<file path="src/design/rcc_pkg.sv">
`default_nettype none
package rcc_pkg;

   localparam int SAMPLE_W = 16;
   localparam int SUM_W = 52;
   localparam int RIDGE_W = 40;
   localparam int CNT_W = 21;
   localparam int COEF_W = 32;
   localparam int CORR_W = 16;

   // Width of the shared adder. It holds m*m*sxx*syy for a 16-bit m.
   localparam int WIDE_W = 137;

   // Restoring division of (|sxy| << 16) by the ridge denominator.
   localparam int DIV_STEPS = SUM_W + 16;
   // Shift-and-add multiplication over one 52-bit operand.
   localparam int MUL_STEPS = SUM_W;
   // Bits of the correlation magnitude found by the root search.
   localparam int ROOT_BITS = 16;

   localparam int MAX_SERIES_LOG2_DEF = 20;

   typedef struct packed {
      logic signed [SUM_W-1:0] sxy;
      logic [SUM_W-1:0] sxx;
      logic [SUM_W-1:0] syy;
      logic [CNT_W-1:0] cnt;
      logic ovf;
   } rcc_sums_type;

   typedef enum logic [1:0] {
      TS_IDLE,
      TS_ACCUM,
      TS_SOLVE
   } rcc_top_state_type;

   typedef enum logic [3:0] {
      SV_IDLE,
      SV_DEN,
      SV_DIV,
      SV_COEF,
      SV_MULP,
      SV_MULR,
      SV_ADDD,
      SV_ADDP,
      SV_CMP,
      SV_UPD,
      SV_FIN,
      SV_DONE
   } rcc_solve_state_type;

endpackage
`default_nettype wire

</file>
<file path="src/design/ridge_coeff_and_correlation_core.sv">
// A request with a nonzero independent sample goes through the accumulator before the
// input is free again; one with a zero independent sample adds nothing to the sums. A last
// request then goes through the solver, and its response shows once the result is loaded,
// or later if the response is stalled. Only one request is in work at a time, so a last
// request blocks the input until its result is loaded. The division and root search share one
// 137-bit adder. Reset is synchronous, active high, and clears sums, count, ridge and control.
`default_nettype none
module ridge_coeff_and_correlation_core #(
   parameter int MAX_SERIES_LOG2 = rcc_pkg::MAX_SERIES_LOG2_DEF
) (
   input  logic                                clock,
   input  logic                                reset,
   input  logic                                req_valid,
   output logic                                req_stall,
   input  logic signed [rcc_pkg::SAMPLE_W-1:0] req_dep_sample,
   input  logic signed [rcc_pkg::SAMPLE_W-1:0] req_indep_sample,
   input  logic                                req_last_sample,
   output logic                                rsp_valid,
   input  logic                                rsp_stall,
   output logic signed [rcc_pkg::COEF_W-1:0]   rsp_coefficient,
   output logic signed [rcc_pkg::CORR_W-1:0]   rsp_correlation,
   output logic [rcc_pkg::CNT_W-1:0]           rsp_pairs_used,
   output logic                                rsp_saturated,
   input  logic                                csr_wr_en,
   input  logic [rcc_pkg::RIDGE_W-1:0]         csr_wr_data
);

   rcc_pkg::rcc_top_state_type state_ff, state_in;

   logic [rcc_pkg::RIDGE_W-1:0] ridge_ff, ridge_in;
   logic last_ff, last_in;
   logic rsp_valid_ff, rsp_valid_in;
   logic signed [rcc_pkg::COEF_W-1:0] rsp_coef_ff, rsp_coef_in;
   logic signed [rcc_pkg::CORR_W-1:0] rsp_corr_ff, rsp_corr_in;
   logic [rcc_pkg::CNT_W-1:0] rsp_pairs_ff, rsp_pairs_in;
   logic rsp_sat_ff, rsp_sat_in;

   logic accept;
   logic indep_zero;
   logic accum_start, accum_done, accum_clear;
   logic solve_start, solve_done, load;
   rcc_pkg::rcc_sums_type sums;
   logic signed [rcc_pkg::COEF_W-1:0] solve_coef;
   logic signed [rcc_pkg::CORR_W-1:0] solve_corr;
   logic solve_sat;

   // The accumulator updates the three saturating sums with one shared multiplier.
   rcc_accum #(
      .MAX_SERIES_LOG2 (MAX_SERIES_LOG2)
   ) u_accum (
      .clock        (clock),
      .reset        (reset),
      .start        (accum_start),
      .clear        (accum_clear),
      .dep_sample   (req_dep_sample),
      .indep_sample (req_indep_sample),
      .done         (accum_done),
      .sums         (sums)
   );

   // The solver works out the ridge slope and the correlation from the finished sums.
   rcc_solve u_solve (
      .clock       (clock),
      .reset       (reset),
      .start       (solve_start),
      .ack         (load),
      .sums        (sums),
      .ridge       (ridge_ff),
      .done        (solve_done),
      .coefficient (solve_coef),
      .correlation (solve_corr),
      .out_sat     (solve_sat)
   );

   assign req_stall = (state_ff != rcc_pkg::TS_IDLE);
   assign accept = req_valid && !req_stall;
   assign indep_zero = (req_indep_sample == '0);

   // Next state.
   always_comb begin
      state_in = state_ff;
      case (state_ff)
         rcc_pkg::TS_IDLE: begin
            if (accept) begin
               if (!indep_zero) begin
                  state_in = rcc_pkg::TS_ACCUM;
               end else if (req_last_sample) begin
                  state_in = rcc_pkg::TS_SOLVE;
               end
            end
         end
         rcc_pkg::TS_ACCUM: begin
            if (accum_done) begin
               state_in = last_ff ? rcc_pkg::TS_SOLVE : rcc_pkg::TS_IDLE;
            end
         end
         rcc_pkg::TS_SOLVE: if (load) state_in = rcc_pkg::TS_IDLE;
         default: state_in = rcc_pkg::TS_IDLE;
      endcase
   end

   // Control outputs. A finished result is loaded only once the response register
   // is empty or its current response is being taken; the sums are cleared then.
   always_comb begin
      accum_start = 1'b0;
      solve_start = 1'b0;
      load = 1'b0;
      case (state_ff)
         rcc_pkg::TS_IDLE: begin
            accum_start = accept && !indep_zero;
            solve_start = accept && indep_zero && req_last_sample;
         end
         rcc_pkg::TS_ACCUM: solve_start = accum_done && last_ff;
         rcc_pkg::TS_SOLVE: load = solve_done && (!rsp_valid_ff || !rsp_stall);
         default: begin
         end
      endcase
      accum_clear = load;
   end

   always_comb begin
      ridge_in = csr_wr_en ? csr_wr_data : ridge_ff;
      last_in = accept ? req_last_sample : last_ff;
      rsp_valid_in = rsp_valid_ff && rsp_stall;
      rsp_coef_in = rsp_coef_ff;
      rsp_corr_in = rsp_corr_ff;
      rsp_pairs_in = rsp_pairs_ff;
      rsp_sat_in = rsp_sat_ff;
      if (load) begin
         rsp_valid_in = 1'b1;
         rsp_coef_in = solve_coef;
         rsp_corr_in = solve_corr;
         rsp_pairs_in = sums.cnt;
         rsp_sat_in = sums.ovf | solve_sat;
      end
   end

   always_ff @(posedge clock) begin
      last_ff <= last_in;
      rsp_coef_ff <= rsp_coef_in;
      rsp_corr_ff <= rsp_corr_in;
      rsp_pairs_ff <= rsp_pairs_in;
      rsp_sat_ff <= rsp_sat_in;
      if (reset) begin
         state_ff <= rcc_pkg::TS_IDLE;
         ridge_ff <= '0;
         rsp_valid_ff <= 1'b0;
      end else begin
         state_ff <= state_in;
         ridge_ff <= ridge_in;
         rsp_valid_ff <= rsp_valid_in;
      end
   end

   assign rsp_valid = rsp_valid_ff;
   assign rsp_coefficient = rsp_coef_ff;
   assign rsp_correlation = rsp_corr_ff;
   assign rsp_pairs_used = rsp_pairs_ff;
   assign rsp_saturated = rsp_sat_ff;

   // A request that starts work keeps the input side stalled in the next cycle.
   assert property (@(posedge clock) disable iff (reset)
      (accept && (!indep_zero || req_last_sample)) |=> req_stall)
      else $error("input not stalled while a request is in work");

   // The sums must not move while the solver reads them.
   assert property (@(posedge clock) disable iff (reset)
      ((state_ff == rcc_pkg::TS_SOLVE) && $past(state_ff == rcc_pkg::TS_SOLVE)
       && !$past(load)) |-> $stable(sums))
      else $error("sums changed during the final computation");

   // A new response only appears after a solve.
   assert property (@(posedge clock) disable iff (reset)
      (rsp_valid_ff && !$past(rsp_valid_ff && rsp_stall)) |-> $past(load))
      else $error("response shown without a finished computation");

   // The solver is started only from idle or in the last step of the accumulator.
   assert property (@(posedge clock) disable iff (reset)
      solve_start |-> ((state_ff == rcc_pkg::TS_IDLE) || accum_done))
      else $error("solver started on unfinished sums");

endmodule
`default_nettype wire

</file>
<file path="src/design/rcc_alu.sv">
`default_nettype none
module rcc_alu (
   input  logic [rcc_pkg::WIDE_W-1:0] a,
   input  logic [rcc_pkg::WIDE_W-1:0] b,
   input  logic                       sub,
   output logic [rcc_pkg::WIDE_W-1:0] sum,
   output logic                       carry
);

   localparam int W = rcc_pkg::WIDE_W;
   localparam int W1 = W + 1;

   logic [W:0] full;

   // With sub high, carry is set when a >= b (unsigned).
   assign full = {1'b0, a} + {1'b0, (sub ? ~b : b)} + W1'(sub);
   assign sum = full[W-1:0];
   assign carry = full[W];

endmodule
`default_nettype wire

</file>
<file path="src/design/rcc_accum.sv">
`default_nettype none
module rcc_accum #(
   parameter int MAX_SERIES_LOG2 = rcc_pkg::MAX_SERIES_LOG2_DEF
) (
   input  logic                                clock,
   input  logic                                reset,
   input  logic                                start,
   input  logic                                clear,
   input  logic signed [rcc_pkg::SAMPLE_W-1:0] dep_sample,
   input  logic signed [rcc_pkg::SAMPLE_W-1:0] indep_sample,
   output logic                                done,
   output rcc_pkg::rcc_sums_type               sums
);

   localparam int CW = rcc_pkg::CNT_W;
   localparam int SW = rcc_pkg::SUM_W;
   localparam logic [CW-1:0] CNT_CAP = (MAX_SERIES_LOG2 >= CW) ? {CW{1'b1}} :
                                       CW'(64'd1 << MAX_SERIES_LOG2);
   localparam logic [1:0] STEP_XY = 2'd0;
   localparam logic [1:0] STEP_XX = 2'd1;
   localparam logic [1:0] STEP_YY = 2'd2;
   localparam logic [1:0] STEP_LAST = 2'd3;

   logic busy_ff, busy_in;
   logic [1:0] step_ff, step_in;
   logic signed [rcc_pkg::SAMPLE_W-1:0] x_ff, x_in, y_ff, y_in;
   logic signed [31:0] prod_ff, prod_in;
   rcc_pkg::rcc_sums_type sums_ff, sums_in;

   logic signed [rcc_pkg::SAMPLE_W-1:0] mul_a, mul_b;
   logic [SW+1:0] add_a, add_sum;
   logic xy_ovf, sq_ovf;
   logic [SW-1:0] sxy_sat, sq_sat;

   // One multiplier serves the three products, one adder the three sums.
   always_comb begin
      mul_a = (step_ff == STEP_YY) ? y_ff : x_ff;
      mul_b = (step_ff == STEP_XX) ? x_ff : y_ff;
      prod_in = mul_a * mul_b;
      case (step_ff)
         STEP_XX: add_a = {{2{sums_ff.sxy[SW-1]}}, sums_ff.sxy};
         STEP_YY: add_a = {2'b00, sums_ff.sxx};
         default: add_a = {2'b00, sums_ff.syy};
      endcase
      add_sum = add_a + {{(SW-30){prod_ff[31]}}, prod_ff};
      xy_ovf = !((add_sum[SW+1:SW-1] == 3'b000) || (add_sum[SW+1:SW-1] == 3'b111));
      sq_ovf = (add_sum[SW+1:SW] != 2'b00);
      if (xy_ovf) begin
         sxy_sat = add_sum[SW+1] ? {1'b1, {(SW-1){1'b0}}} : {1'b0, {(SW-1){1'b1}}};
      end else begin
         sxy_sat = add_sum[SW-1:0];
      end
      sq_sat = sq_ovf ? {SW{1'b1}} : add_sum[SW-1:0];
   end

   always_comb begin
      busy_in = busy_ff;
      step_in = step_ff;
      x_in = x_ff;
      y_in = y_ff;
      sums_in = sums_ff;
      if (start) begin
         busy_in = 1'b1;
         step_in = STEP_XY;
         x_in = indep_sample;
         y_in = dep_sample;
      end else if (busy_ff) begin
         step_in = step_ff + 2'd1;
         if (step_ff == STEP_LAST) begin
            busy_in = 1'b0;
         end
      end
      if (clear) begin
         sums_in = '0;
      end else if (busy_ff) begin
         case (step_ff)
            STEP_XX: begin
               sums_in.sxy = sxy_sat;
               sums_in.ovf = sums_ff.ovf | xy_ovf;
            end
            STEP_YY: begin
               sums_in.sxx = sq_sat;
               sums_in.ovf = sums_ff.ovf | sq_ovf;
            end
            STEP_LAST: begin
               sums_in.syy = sq_sat;
               if (sums_ff.cnt < CNT_CAP) begin
                  sums_in.cnt = sums_ff.cnt + 1'b1;
                  sums_in.ovf = sums_ff.ovf | sq_ovf;
               end else begin
                  sums_in.ovf = 1'b1;
               end
            end
            default: begin
            end
         endcase
      end
   end

   always_ff @(posedge clock) begin
      x_ff <= x_in;
      y_ff <= y_in;
      prod_ff <= prod_in;
      if (reset) begin
         busy_ff <= 1'b0;
         step_ff <= STEP_XY;
         sums_ff <= '0;
      end else begin
         busy_ff <= busy_in;
         step_ff <= step_in;
         sums_ff <= sums_in;
      end
   end

   assign done = busy_ff && (step_ff == STEP_LAST);
   assign sums = sums_ff;

endmodule
`default_nettype wire

</file>
<file path="src/design/rcc_solve.sv">
`default_nettype none
module rcc_solve (
   input  logic                               clock,
   input  logic                               reset,
   input  logic                               start,
   input  logic                               ack,
   input  rcc_pkg::rcc_sums_type              sums,
   input  logic [rcc_pkg::RIDGE_W-1:0]        ridge,
   output logic                               done,
   output logic signed [rcc_pkg::COEF_W-1:0]  coefficient,
   output logic signed [rcc_pkg::CORR_W-1:0]  correlation,
   output logic                               out_sat
);

   localparam int W = rcc_pkg::WIDE_W;
   localparam int SW = rcc_pkg::SUM_W;
   localparam int NW = rcc_pkg::DIV_STEPS;

   rcc_pkg::rcc_solve_state_type state_ff, state_in;

   logic [SW:0] den_ff, den_in;
   logic [SW-1:0] mag_ff, mag_in;
   logic neg_ff, neg_in;
   logic [SW+1:0] rem_ff, rem_in;
   logic [NW-1:0] num_ff, num_in;
   logic [32:0] q_ff, q_in;
   logic big_ff, big_in;
   logic [6:0] cnt_ff, cnt_in;
   logic [W-1:0] acc_ff, acc_in, mcand_ff, mcand_in;
   logic [SW-1:0] mplier_ff, mplier_in;
   logic [2*SW-1:0] p_ff, p_in;
   logic [2*SW+29:0] r_ff, r_in;
   logic [W-1:0] a_ff, a_in, d_ff, d_in, t_ff, t_in, pb_ff, pb_in;
   logic ok_ff, ok_in;
   logic [rcc_pkg::ROOT_BITS-1:0] m_ff, m_in;
   logic [3:0] bpos_ff, bpos_in;
   logic [rcc_pkg::COEF_W-1:0] coeff_ff, coeff_in;
   logic [rcc_pkg::CORR_W-1:0] corr_ff, corr_in;
   logic csat_ff, csat_in;

   logic [W-1:0] alu_a, alu_b, alu_sum;
   logic alu_sub, alu_carry;
   logic [SW+1:0] shifted;
   logic [32:0] mq;

   rcc_alu u_alu (
      .a     (alu_a),
      .b     (alu_b),
      .sub   (alu_sub),
      .sum   (alu_sum),
      .carry (alu_carry)
   );

   assign shifted = {rem_ff[SW:0], num_ff[NW-1]};

   always_comb begin
      state_in = state_ff;
      case (state_ff)
         rcc_pkg::SV_IDLE: if (start) state_in = rcc_pkg::SV_DEN;
         rcc_pkg::SV_DEN: state_in = rcc_pkg::SV_DIV;
         rcc_pkg::SV_DIV: begin
            if (cnt_ff == 7'(NW - 1)) state_in = rcc_pkg::SV_COEF;
         end
         rcc_pkg::SV_COEF: state_in = rcc_pkg::SV_MULP;
         rcc_pkg::SV_MULP: begin
            if (cnt_ff == 7'(rcc_pkg::MUL_STEPS - 1)) state_in = rcc_pkg::SV_MULR;
         end
         rcc_pkg::SV_MULR: begin
            if (cnt_ff == 7'(rcc_pkg::MUL_STEPS - 1)) state_in = rcc_pkg::SV_ADDD;
         end
         rcc_pkg::SV_ADDD: state_in = rcc_pkg::SV_ADDP;
         rcc_pkg::SV_ADDP: state_in = rcc_pkg::SV_CMP;
         rcc_pkg::SV_CMP: state_in = rcc_pkg::SV_UPD;
         rcc_pkg::SV_UPD: begin
            state_in = (bpos_ff == 4'd0) ? rcc_pkg::SV_FIN : rcc_pkg::SV_ADDD;
         end
         rcc_pkg::SV_FIN: state_in = rcc_pkg::SV_DONE;
         rcc_pkg::SV_DONE: if (ack) state_in = rcc_pkg::SV_IDLE;
         default: state_in = rcc_pkg::SV_IDLE;
      endcase
   end

   // Operand routing for the shared adder.
   always_comb begin
      alu_a = '0;
      alu_b = '0;
      alu_sub = 1'b0;
      case (state_ff)
         rcc_pkg::SV_DEN: begin
            alu_a = W'(sums.sxx);
            alu_b = W'(ridge);
         end
         rcc_pkg::SV_DIV: begin
            alu_a = W'(shifted);
            alu_b = W'(den_ff);
            alu_sub = 1'b1;
         end
         rcc_pkg::SV_MULP, rcc_pkg::SV_MULR: begin
            alu_a = acc_ff;
            alu_b = mplier_ff[0] ? mcand_ff : '0;
         end
         rcc_pkg::SV_ADDD: begin
            alu_a = a_ff;
            alu_b = d_ff;
         end
         rcc_pkg::SV_ADDP: begin
            alu_a = t_ff;
            alu_b = pb_ff;
         end
         rcc_pkg::SV_CMP: begin
            alu_a = W'(r_ff);
            alu_b = t_ff;
            alu_sub = 1'b1;
         end
         rcc_pkg::SV_UPD: begin
            alu_a = d_ff >> 1;
            alu_b = ok_ff ? pb_ff : '0;
         end
         default: begin
         end
      endcase
      done = (state_ff == rcc_pkg::SV_DONE);
   end

   always_comb begin
      mq = (big_ff | q_ff[32]) ? {1'b1, 32'd0} : q_ff;
      den_in = den_ff;
      mag_in = mag_ff;
      neg_in = neg_ff;
      rem_in = rem_ff;
      num_in = num_ff;
      q_in = q_ff;
      big_in = big_ff;
      cnt_in = cnt_ff;
      acc_in = acc_ff;
      mcand_in = mcand_ff;
      mplier_in = mplier_ff;
      p_in = p_ff;
      r_in = r_ff;
      a_in = a_ff;
      d_in = d_ff;
      t_in = t_ff;
      pb_in = pb_ff;
      ok_in = ok_ff;
      m_in = m_ff;
      bpos_in = bpos_ff;
      coeff_in = coeff_ff;
      corr_in = corr_ff;
      csat_in = csat_ff;
      case (state_ff)
         rcc_pkg::SV_IDLE: begin
            if (start) begin
               neg_in = sums.sxy[SW-1];
               mag_in = sums.sxy[SW-1] ? unsigned'(-sums.sxy) : unsigned'(sums.sxy);
            end
         end
         rcc_pkg::SV_DEN: begin
            den_in = alu_sum[SW:0];
            num_in = {mag_ff, 16'd0};
            rem_in = '0;
            q_in = '0;
            big_in = 1'b0;
            cnt_in = '0;
         end
         rcc_pkg::SV_DIV: begin
            rem_in = alu_carry ? alu_sum[SW+1:0] : shifted;
            q_in = {q_ff[31:0], alu_carry};
            big_in = big_ff | q_ff[32];
            num_in = num_ff << 1;
            cnt_in = cnt_ff + 7'd1;
         end
         rcc_pkg::SV_COEF: begin
            csat_in = 1'b0;
            if (den_ff == '0) begin
               coeff_in = '0;
            end else if (!neg_ff && (mq > 33'h0_7FFF_FFFF)) begin
               coeff_in = 32'h7FFF_FFFF;
               csat_in = 1'b1;
            end else if (neg_ff && (mq > 33'h0_8000_0000)) begin
               coeff_in = 32'h8000_0000;
               csat_in = 1'b1;
            end else begin
               coeff_in = neg_ff ? (32'd0 - mq[31:0]) : mq[31:0];
            end
            acc_in = '0;
            mcand_in = W'(sums.sxx);
            mplier_in = sums.syy;
            cnt_in = '0;
         end
         rcc_pkg::SV_MULP, rcc_pkg::SV_MULR: begin
            acc_in = alu_sum;
            mcand_in = mcand_ff << 1;
            mplier_in = mplier_ff >> 1;
            cnt_in = cnt_ff + 7'd1;
            if (cnt_ff == 7'(rcc_pkg::MUL_STEPS - 1)) begin
               cnt_in = '0;
               acc_in = '0;
               if (state_ff == rcc_pkg::SV_MULP) begin
                  p_in = alu_sum[2*SW-1:0];
                  mcand_in = W'(mag_ff);
                  mplier_in = mag_ff;
               end else begin
                  // Right side of the root search: |sxy|^2 scaled by 2^30.
                  r_in = {alu_sum[2*SW-1:0], 30'd0};
                  a_in = '0;
                  d_in = '0;
                  pb_in = W'({p_ff, 30'd0});
                  m_in = '0;
                  bpos_in = 4'(rcc_pkg::ROOT_BITS - 1);
               end
            end
         end
         rcc_pkg::SV_ADDD, rcc_pkg::SV_ADDP: begin
            t_in = alu_sum;
         end
         rcc_pkg::SV_CMP: begin
            ok_in = alu_carry;
            if (alu_carry) begin
               a_in = t_ff;
               m_in = m_ff | (16'd1 << bpos_ff);
            end
         end
         rcc_pkg::SV_UPD: begin
            d_in = alu_sum;
            pb_in = pb_ff >> 2;
            bpos_in = bpos_ff - 4'd1;
         end
         rcc_pkg::SV_FIN: begin
            if ((sums.sxx == '0) || (sums.syy == '0)) begin
               corr_in = '0;
            end else if (!neg_ff && (m_ff > 16'd32767)) begin
               corr_in = 16'h7FFF;
               csat_in = 1'b1;
            end else if (neg_ff && (m_ff > 16'd32768)) begin
               corr_in = 16'h8000;
               csat_in = 1'b1;
            end else begin
               corr_in = neg_ff ? (16'd0 - m_ff) : m_ff;
            end
         end
         default: begin
         end
      endcase
   end

   always_ff @(posedge clock) begin
      den_ff <= den_in;
      mag_ff <= mag_in;
      neg_ff <= neg_in;
      rem_ff <= rem_in;
      num_ff <= num_in;
      q_ff <= q_in;
      big_ff <= big_in;
      cnt_ff <= cnt_in;
      acc_ff <= acc_in;
      mcand_ff <= mcand_in;
      mplier_ff <= mplier_in;
      p_ff <= p_in;
      r_ff <= r_in;
      a_ff <= a_in;
      d_ff <= d_in;
      t_ff <= t_in;
      pb_ff <= pb_in;
      ok_ff <= ok_in;
      m_ff <= m_in;
      bpos_ff <= bpos_in;
      coeff_ff <= coeff_in;
      corr_ff <= corr_in;
      csat_ff <= csat_in;
      if (reset) begin
         state_ff <= rcc_pkg::SV_IDLE;
      end else begin
         state_ff <= state_in;
      end
   end

   assign coefficient = coeff_ff;
   assign correlation = corr_ff;
   assign out_sat = csat_ff;

endmodule
`default_nettype wire
</file>
<file path="config.mk">
export PLATFORM = sky130hd
export DESIGN_NAME = ridge_coeff_and_correlation_core
export DESIGN_NICKNAME = d
export VERILOG_FILES = /design/src/design/rcc_pkg.sv /design/src/design/ridge_coeff_and_correlation_core.sv /design/src/design/rcc_alu.sv /design/src/design/rcc_accum.sv /design/src/design/rcc_solve.sv
export SDC_FILE = /design/constraint.sdc
export NUM_CORES = 2
export LEC_CHECK = 0
export ABC_CLOCK_PERIOD_IN_PS = 40000
export BUFFER_PORTS_ARGS = -buffer_cell sky130_fd_sc_hd__buf_2
export CORE_MARGIN = 2
export CORE_UTILIZATION = 30
export DETAILED_ROUTE_END_ITERATION = 6
export PLACE_DENSITY_LB_ADDON = 0.1
export SYNTH_ARGS = -nofsm -noshare
export SYNTH_HDL_FRONTEND = slang
export SYNTH_HIERARCHICAL = 1
export SYNTH_SLANG_ARGS = --single-unit
</file>
<file path="constraint.sdc">
create_clock -name clock -period 40 [get_ports clock]
set_input_delay 2 -clock clock [delete_from_list [all_inputs] [get_ports clock]]
set_output_delay 2 -clock clock [all_outputs]
set_load 0.01 [all_outputs]
</file>
==> flow_summary.json <==
{
  "status": "finished with violations",
  "violations": "design-rule violations",
  "ys_types": 108,
  "grt.overflow.total": 0,
  "chipWidth_um": 576,
  "period_needed_ns": 10.66,
  "initial_core_util_pct": 30.1,
  "cts_sinks": 1764,
  "vias_per_cell": 5.39,
  "crit_family": "compound AO/OA/AOI/OAI gates",
  "crit_type": "flip-flop to flip-flop",
  "synthCells": 9151,
  "cts_root_buf": "clkbuf_16",
  "routed.top_layer": "met5",
  "placeableCoreArea_sq_mm": 0.327,
  "gp_congestion": 0.921,
  "dr.pass1.iters": 7,
  "cp_common_cell": "a21oi_1",
  "cts.path.max_buffers": 4,
  "ir_drop_uv": 200,
  "clock_skew_ns": 0.0543,
  "tns_ns": 0,
  "setup_viol": 0,
  "cp_slowest_cell": "buf_4",
  "fin_crit_sh_pct": 26.6,
  "cts.repair.resized": 0,
  "crit_fanout": 95,
  "antenna_found_initial": 24,
  "num_rows": 210,
  "grt_max_degree": 150,
  "wl_met3_um": 19400,
  "tightest_slew_ns": 1.36,
  "pwr_density_cell_mw_per_mm2": 77.1,
  "slew_viol_final": 0,
  "areaGrowthSynthToFinish_pct": 12.4,
  "htreeDepth": 4,
  "finalPower_mw": 8.51,
  "postPlaceCellArea_sq_mm": 0.104,
  "io_buffers": 149,
  "cp_data_arrival_time_ns": 11.13,
  "dp_cells": 13300,
  "antenna_left": 0,
  "report.final.hold_viol_count": 0,
  "worstPathCellList": "clkinv_1 -> nor2_1 -> and3_4 -> buf_4 -> buf_4 -> a22oi_1 -> nand4_1 -> ha_1 -> a21oi_1 -> o21ai_0 -> a21oi_1 -> o31ai_1 -> a31o_2 -> o31ai_1 -> buf_4 -> o41ai_2 -> a21oi_1 -> o31ai_2 -> a21oi_1 -> o31ai_4 -> nand3_1 -> o21ai_0 -> nor2b_4 -> buf_12",
  "die_y_um": 576,
  "synth_top_area_share_pct": 46.0,
  "maxCapViolCount": 0,
  "grt_pass1_wl_um": 528000,
  "wl_met2_um": 162000,
  "synth_top_cells_by_area": "edfxtp_1, fa_1, dfxtp_1",
  "critPathCaptureType": "flip-flop",
  "hp-class": "flip-flop to flip-flop",
  "insertion_delay_ns": 0.90,
  "yosys-top-cells-count": "edfxtp_1, nand2_1, nor2_1",
  "clock.fmax_mhz": 93.8,
  "critPathMaxStageDelay_ns": 0.81,
  "relSlewSlack_pct": 8.99,
  "vias": 73400,
  "clk_pin_slew_ns": 0.05,
  "synthFlopType": "edfxtp_1",
  "cts_buffers": 207,
  "post-route-cell-area_sq_mm": 0.110,
  "dp_hpwl_um": 254000,
  "ys_ff_latch": 1764,
  "postCtsHoldBufs": 0,
  "rsz0062_at_grt": "false",
  "syn_avg_cell_area_sq_um": 10.7,
  "grt_pass1_vias": 73100,
  "synthArstFlopShare_pct": 0,
  "startpoint_type": "flip-flop",
  "fin_cells": 13600,
  "critPathRequiredTime_ns": 40.47,
  "synth_fp_nets": 9781,
  "hold_ws_ns": 0.417,
  "synth_top_cell_by_area": "edfxtp_1",
  "synth_warnings": 6,
  "synth-edff-count": 1504,
  "yosysSeqAreaShare_pct": 51.2,
  "p_leak_nw": 40.8,
  "m1WireLength_um": 171000,
  "yosysMostFrequentCell": "edfxtp_1",
  "drt-total-wl_um": 362000,
  "syn_area_sq_mm": 0.0983,
  "ios": 150,
  "drc": 6,
  "crit_buf_inv": 5,
  "dr.first_iter.drc_count": 7333,
  "drive_gt1_share_pct": 9.33,
  "dieArea_sq_mm": 0.332,
  "nNetsFinal": 9743,
  "postCtsSetupBuffers": 0,
  "tritoncts": "done",
  "grt_usage_pct": 21.3,
  "wl_per_cell_um": 26.6
}
==> path summary, 6_finish.rpt <==
check	slack, ns	from	cells past startpoint	to
worst max-delay path	29.34	u_solve/state_ff[2]$_SDFFE_PP0P_	24	u_solve/a_ff[134]$_SDFFCE_PN0P_
worst min-delay path	0.42	u_solve/coefficient[6]$_SDFFCE_PN0P_	0	rsp_coefficient[6]$_DFFE_PP_
worst max register to register	29.34	u_solve/state_ff[2]$_SDFFE_PP0P_	24	u_solve/a_ff[134]$_SDFFCE_PN0P_
worst min register to register	0.42	u_solve/coefficient[6]$_SDFFCE_PN0P_	0	rsp_coefficient[6]$_DFFE_PP_
==> kinds of logic after synthesis <==
kind of cell	share of synthesized area, %
buffers and inverters	3.87
adders and majority gates	9.04
muxes	2.96
and+or+nand+nor	15.4
xor gates and xnor gates	3.88
DFF	51.2
AOI/OAI and AO/OA	13.6
==> per-layer routing <==
metal | global-route usage, % | vias up
met3 | 2.47 | 426
met5 | 0 | -
li1 | - | 33200
met1 | 31.0 | 37500
met2 | 33.3 | 2283
met4 | 5.83 | 6
==> where the power goes <==
group	leakage, nW	switching (mW)	total, mW	internal (mW)
registers	15.2	0.114	2.40	2.29
clock network	3.19	0.797	1.87	1.08
logic	22.3	2.62	4.23	1.61
==> layout make-up <==
cell class / count / area [sq um]
fillers: 33000 / 216000
flip-flops and latches: 1764 / 50400
multi-input cells: 6401 / 44400
clock buffers: 285 / 5740
well taps: 4346 / 5440
repair buffers: 316 / 2110
inverters: 423 / 1600
clock inverters: 94 / 788
diodes: 5 / 12.5
==> registers in the layout (all words and copies together) (netlist names), 53 cells and up <==
| signal | cells |
|---|---|
| u_solve/acc_ff | 137 |
| u_solve/t_ff | 137 |
| u_solve/d_ff | 137 |
| u_solve/rem_ff | 53 |
| u_solve/a_ff | 137 |
| u_solve/p_ff | 104 |
| u_solve/mcand_ff | 137 |
| u_solve/pb_ff | 134 |
| u_accum/sums | 178 |
| u_solve/r_ff | 104 |
| u_solve/den_ff | 53 |
==> cell usage in the layout, fill, tap and decap left out, drive strengths merged, types with 260 or more instances in the layout <==
master  instances
ha            288
clkbuf        285
inv           429
nor2          722
buf           316
dfxtp         260
nand2        1055
a21oi         579
fa            264
edfxtp       1504
a22oi         277
o21ai         366
and2          533
==> per-stage QoR <==
| step | setup WS, ns | util (%) |
|---|---|---|
| after global routing | 28.92 | 33.8 |
| final | 29.34 | 33.8 |
| after CTS | 29.32 | 33.8 |
| after global placement | 29.58 | 31.8 |
| after detailed placement | 29.39 | 31.8 |
| after floorplan | 13.60 | - |
Power figures use the tool's default switching activity.
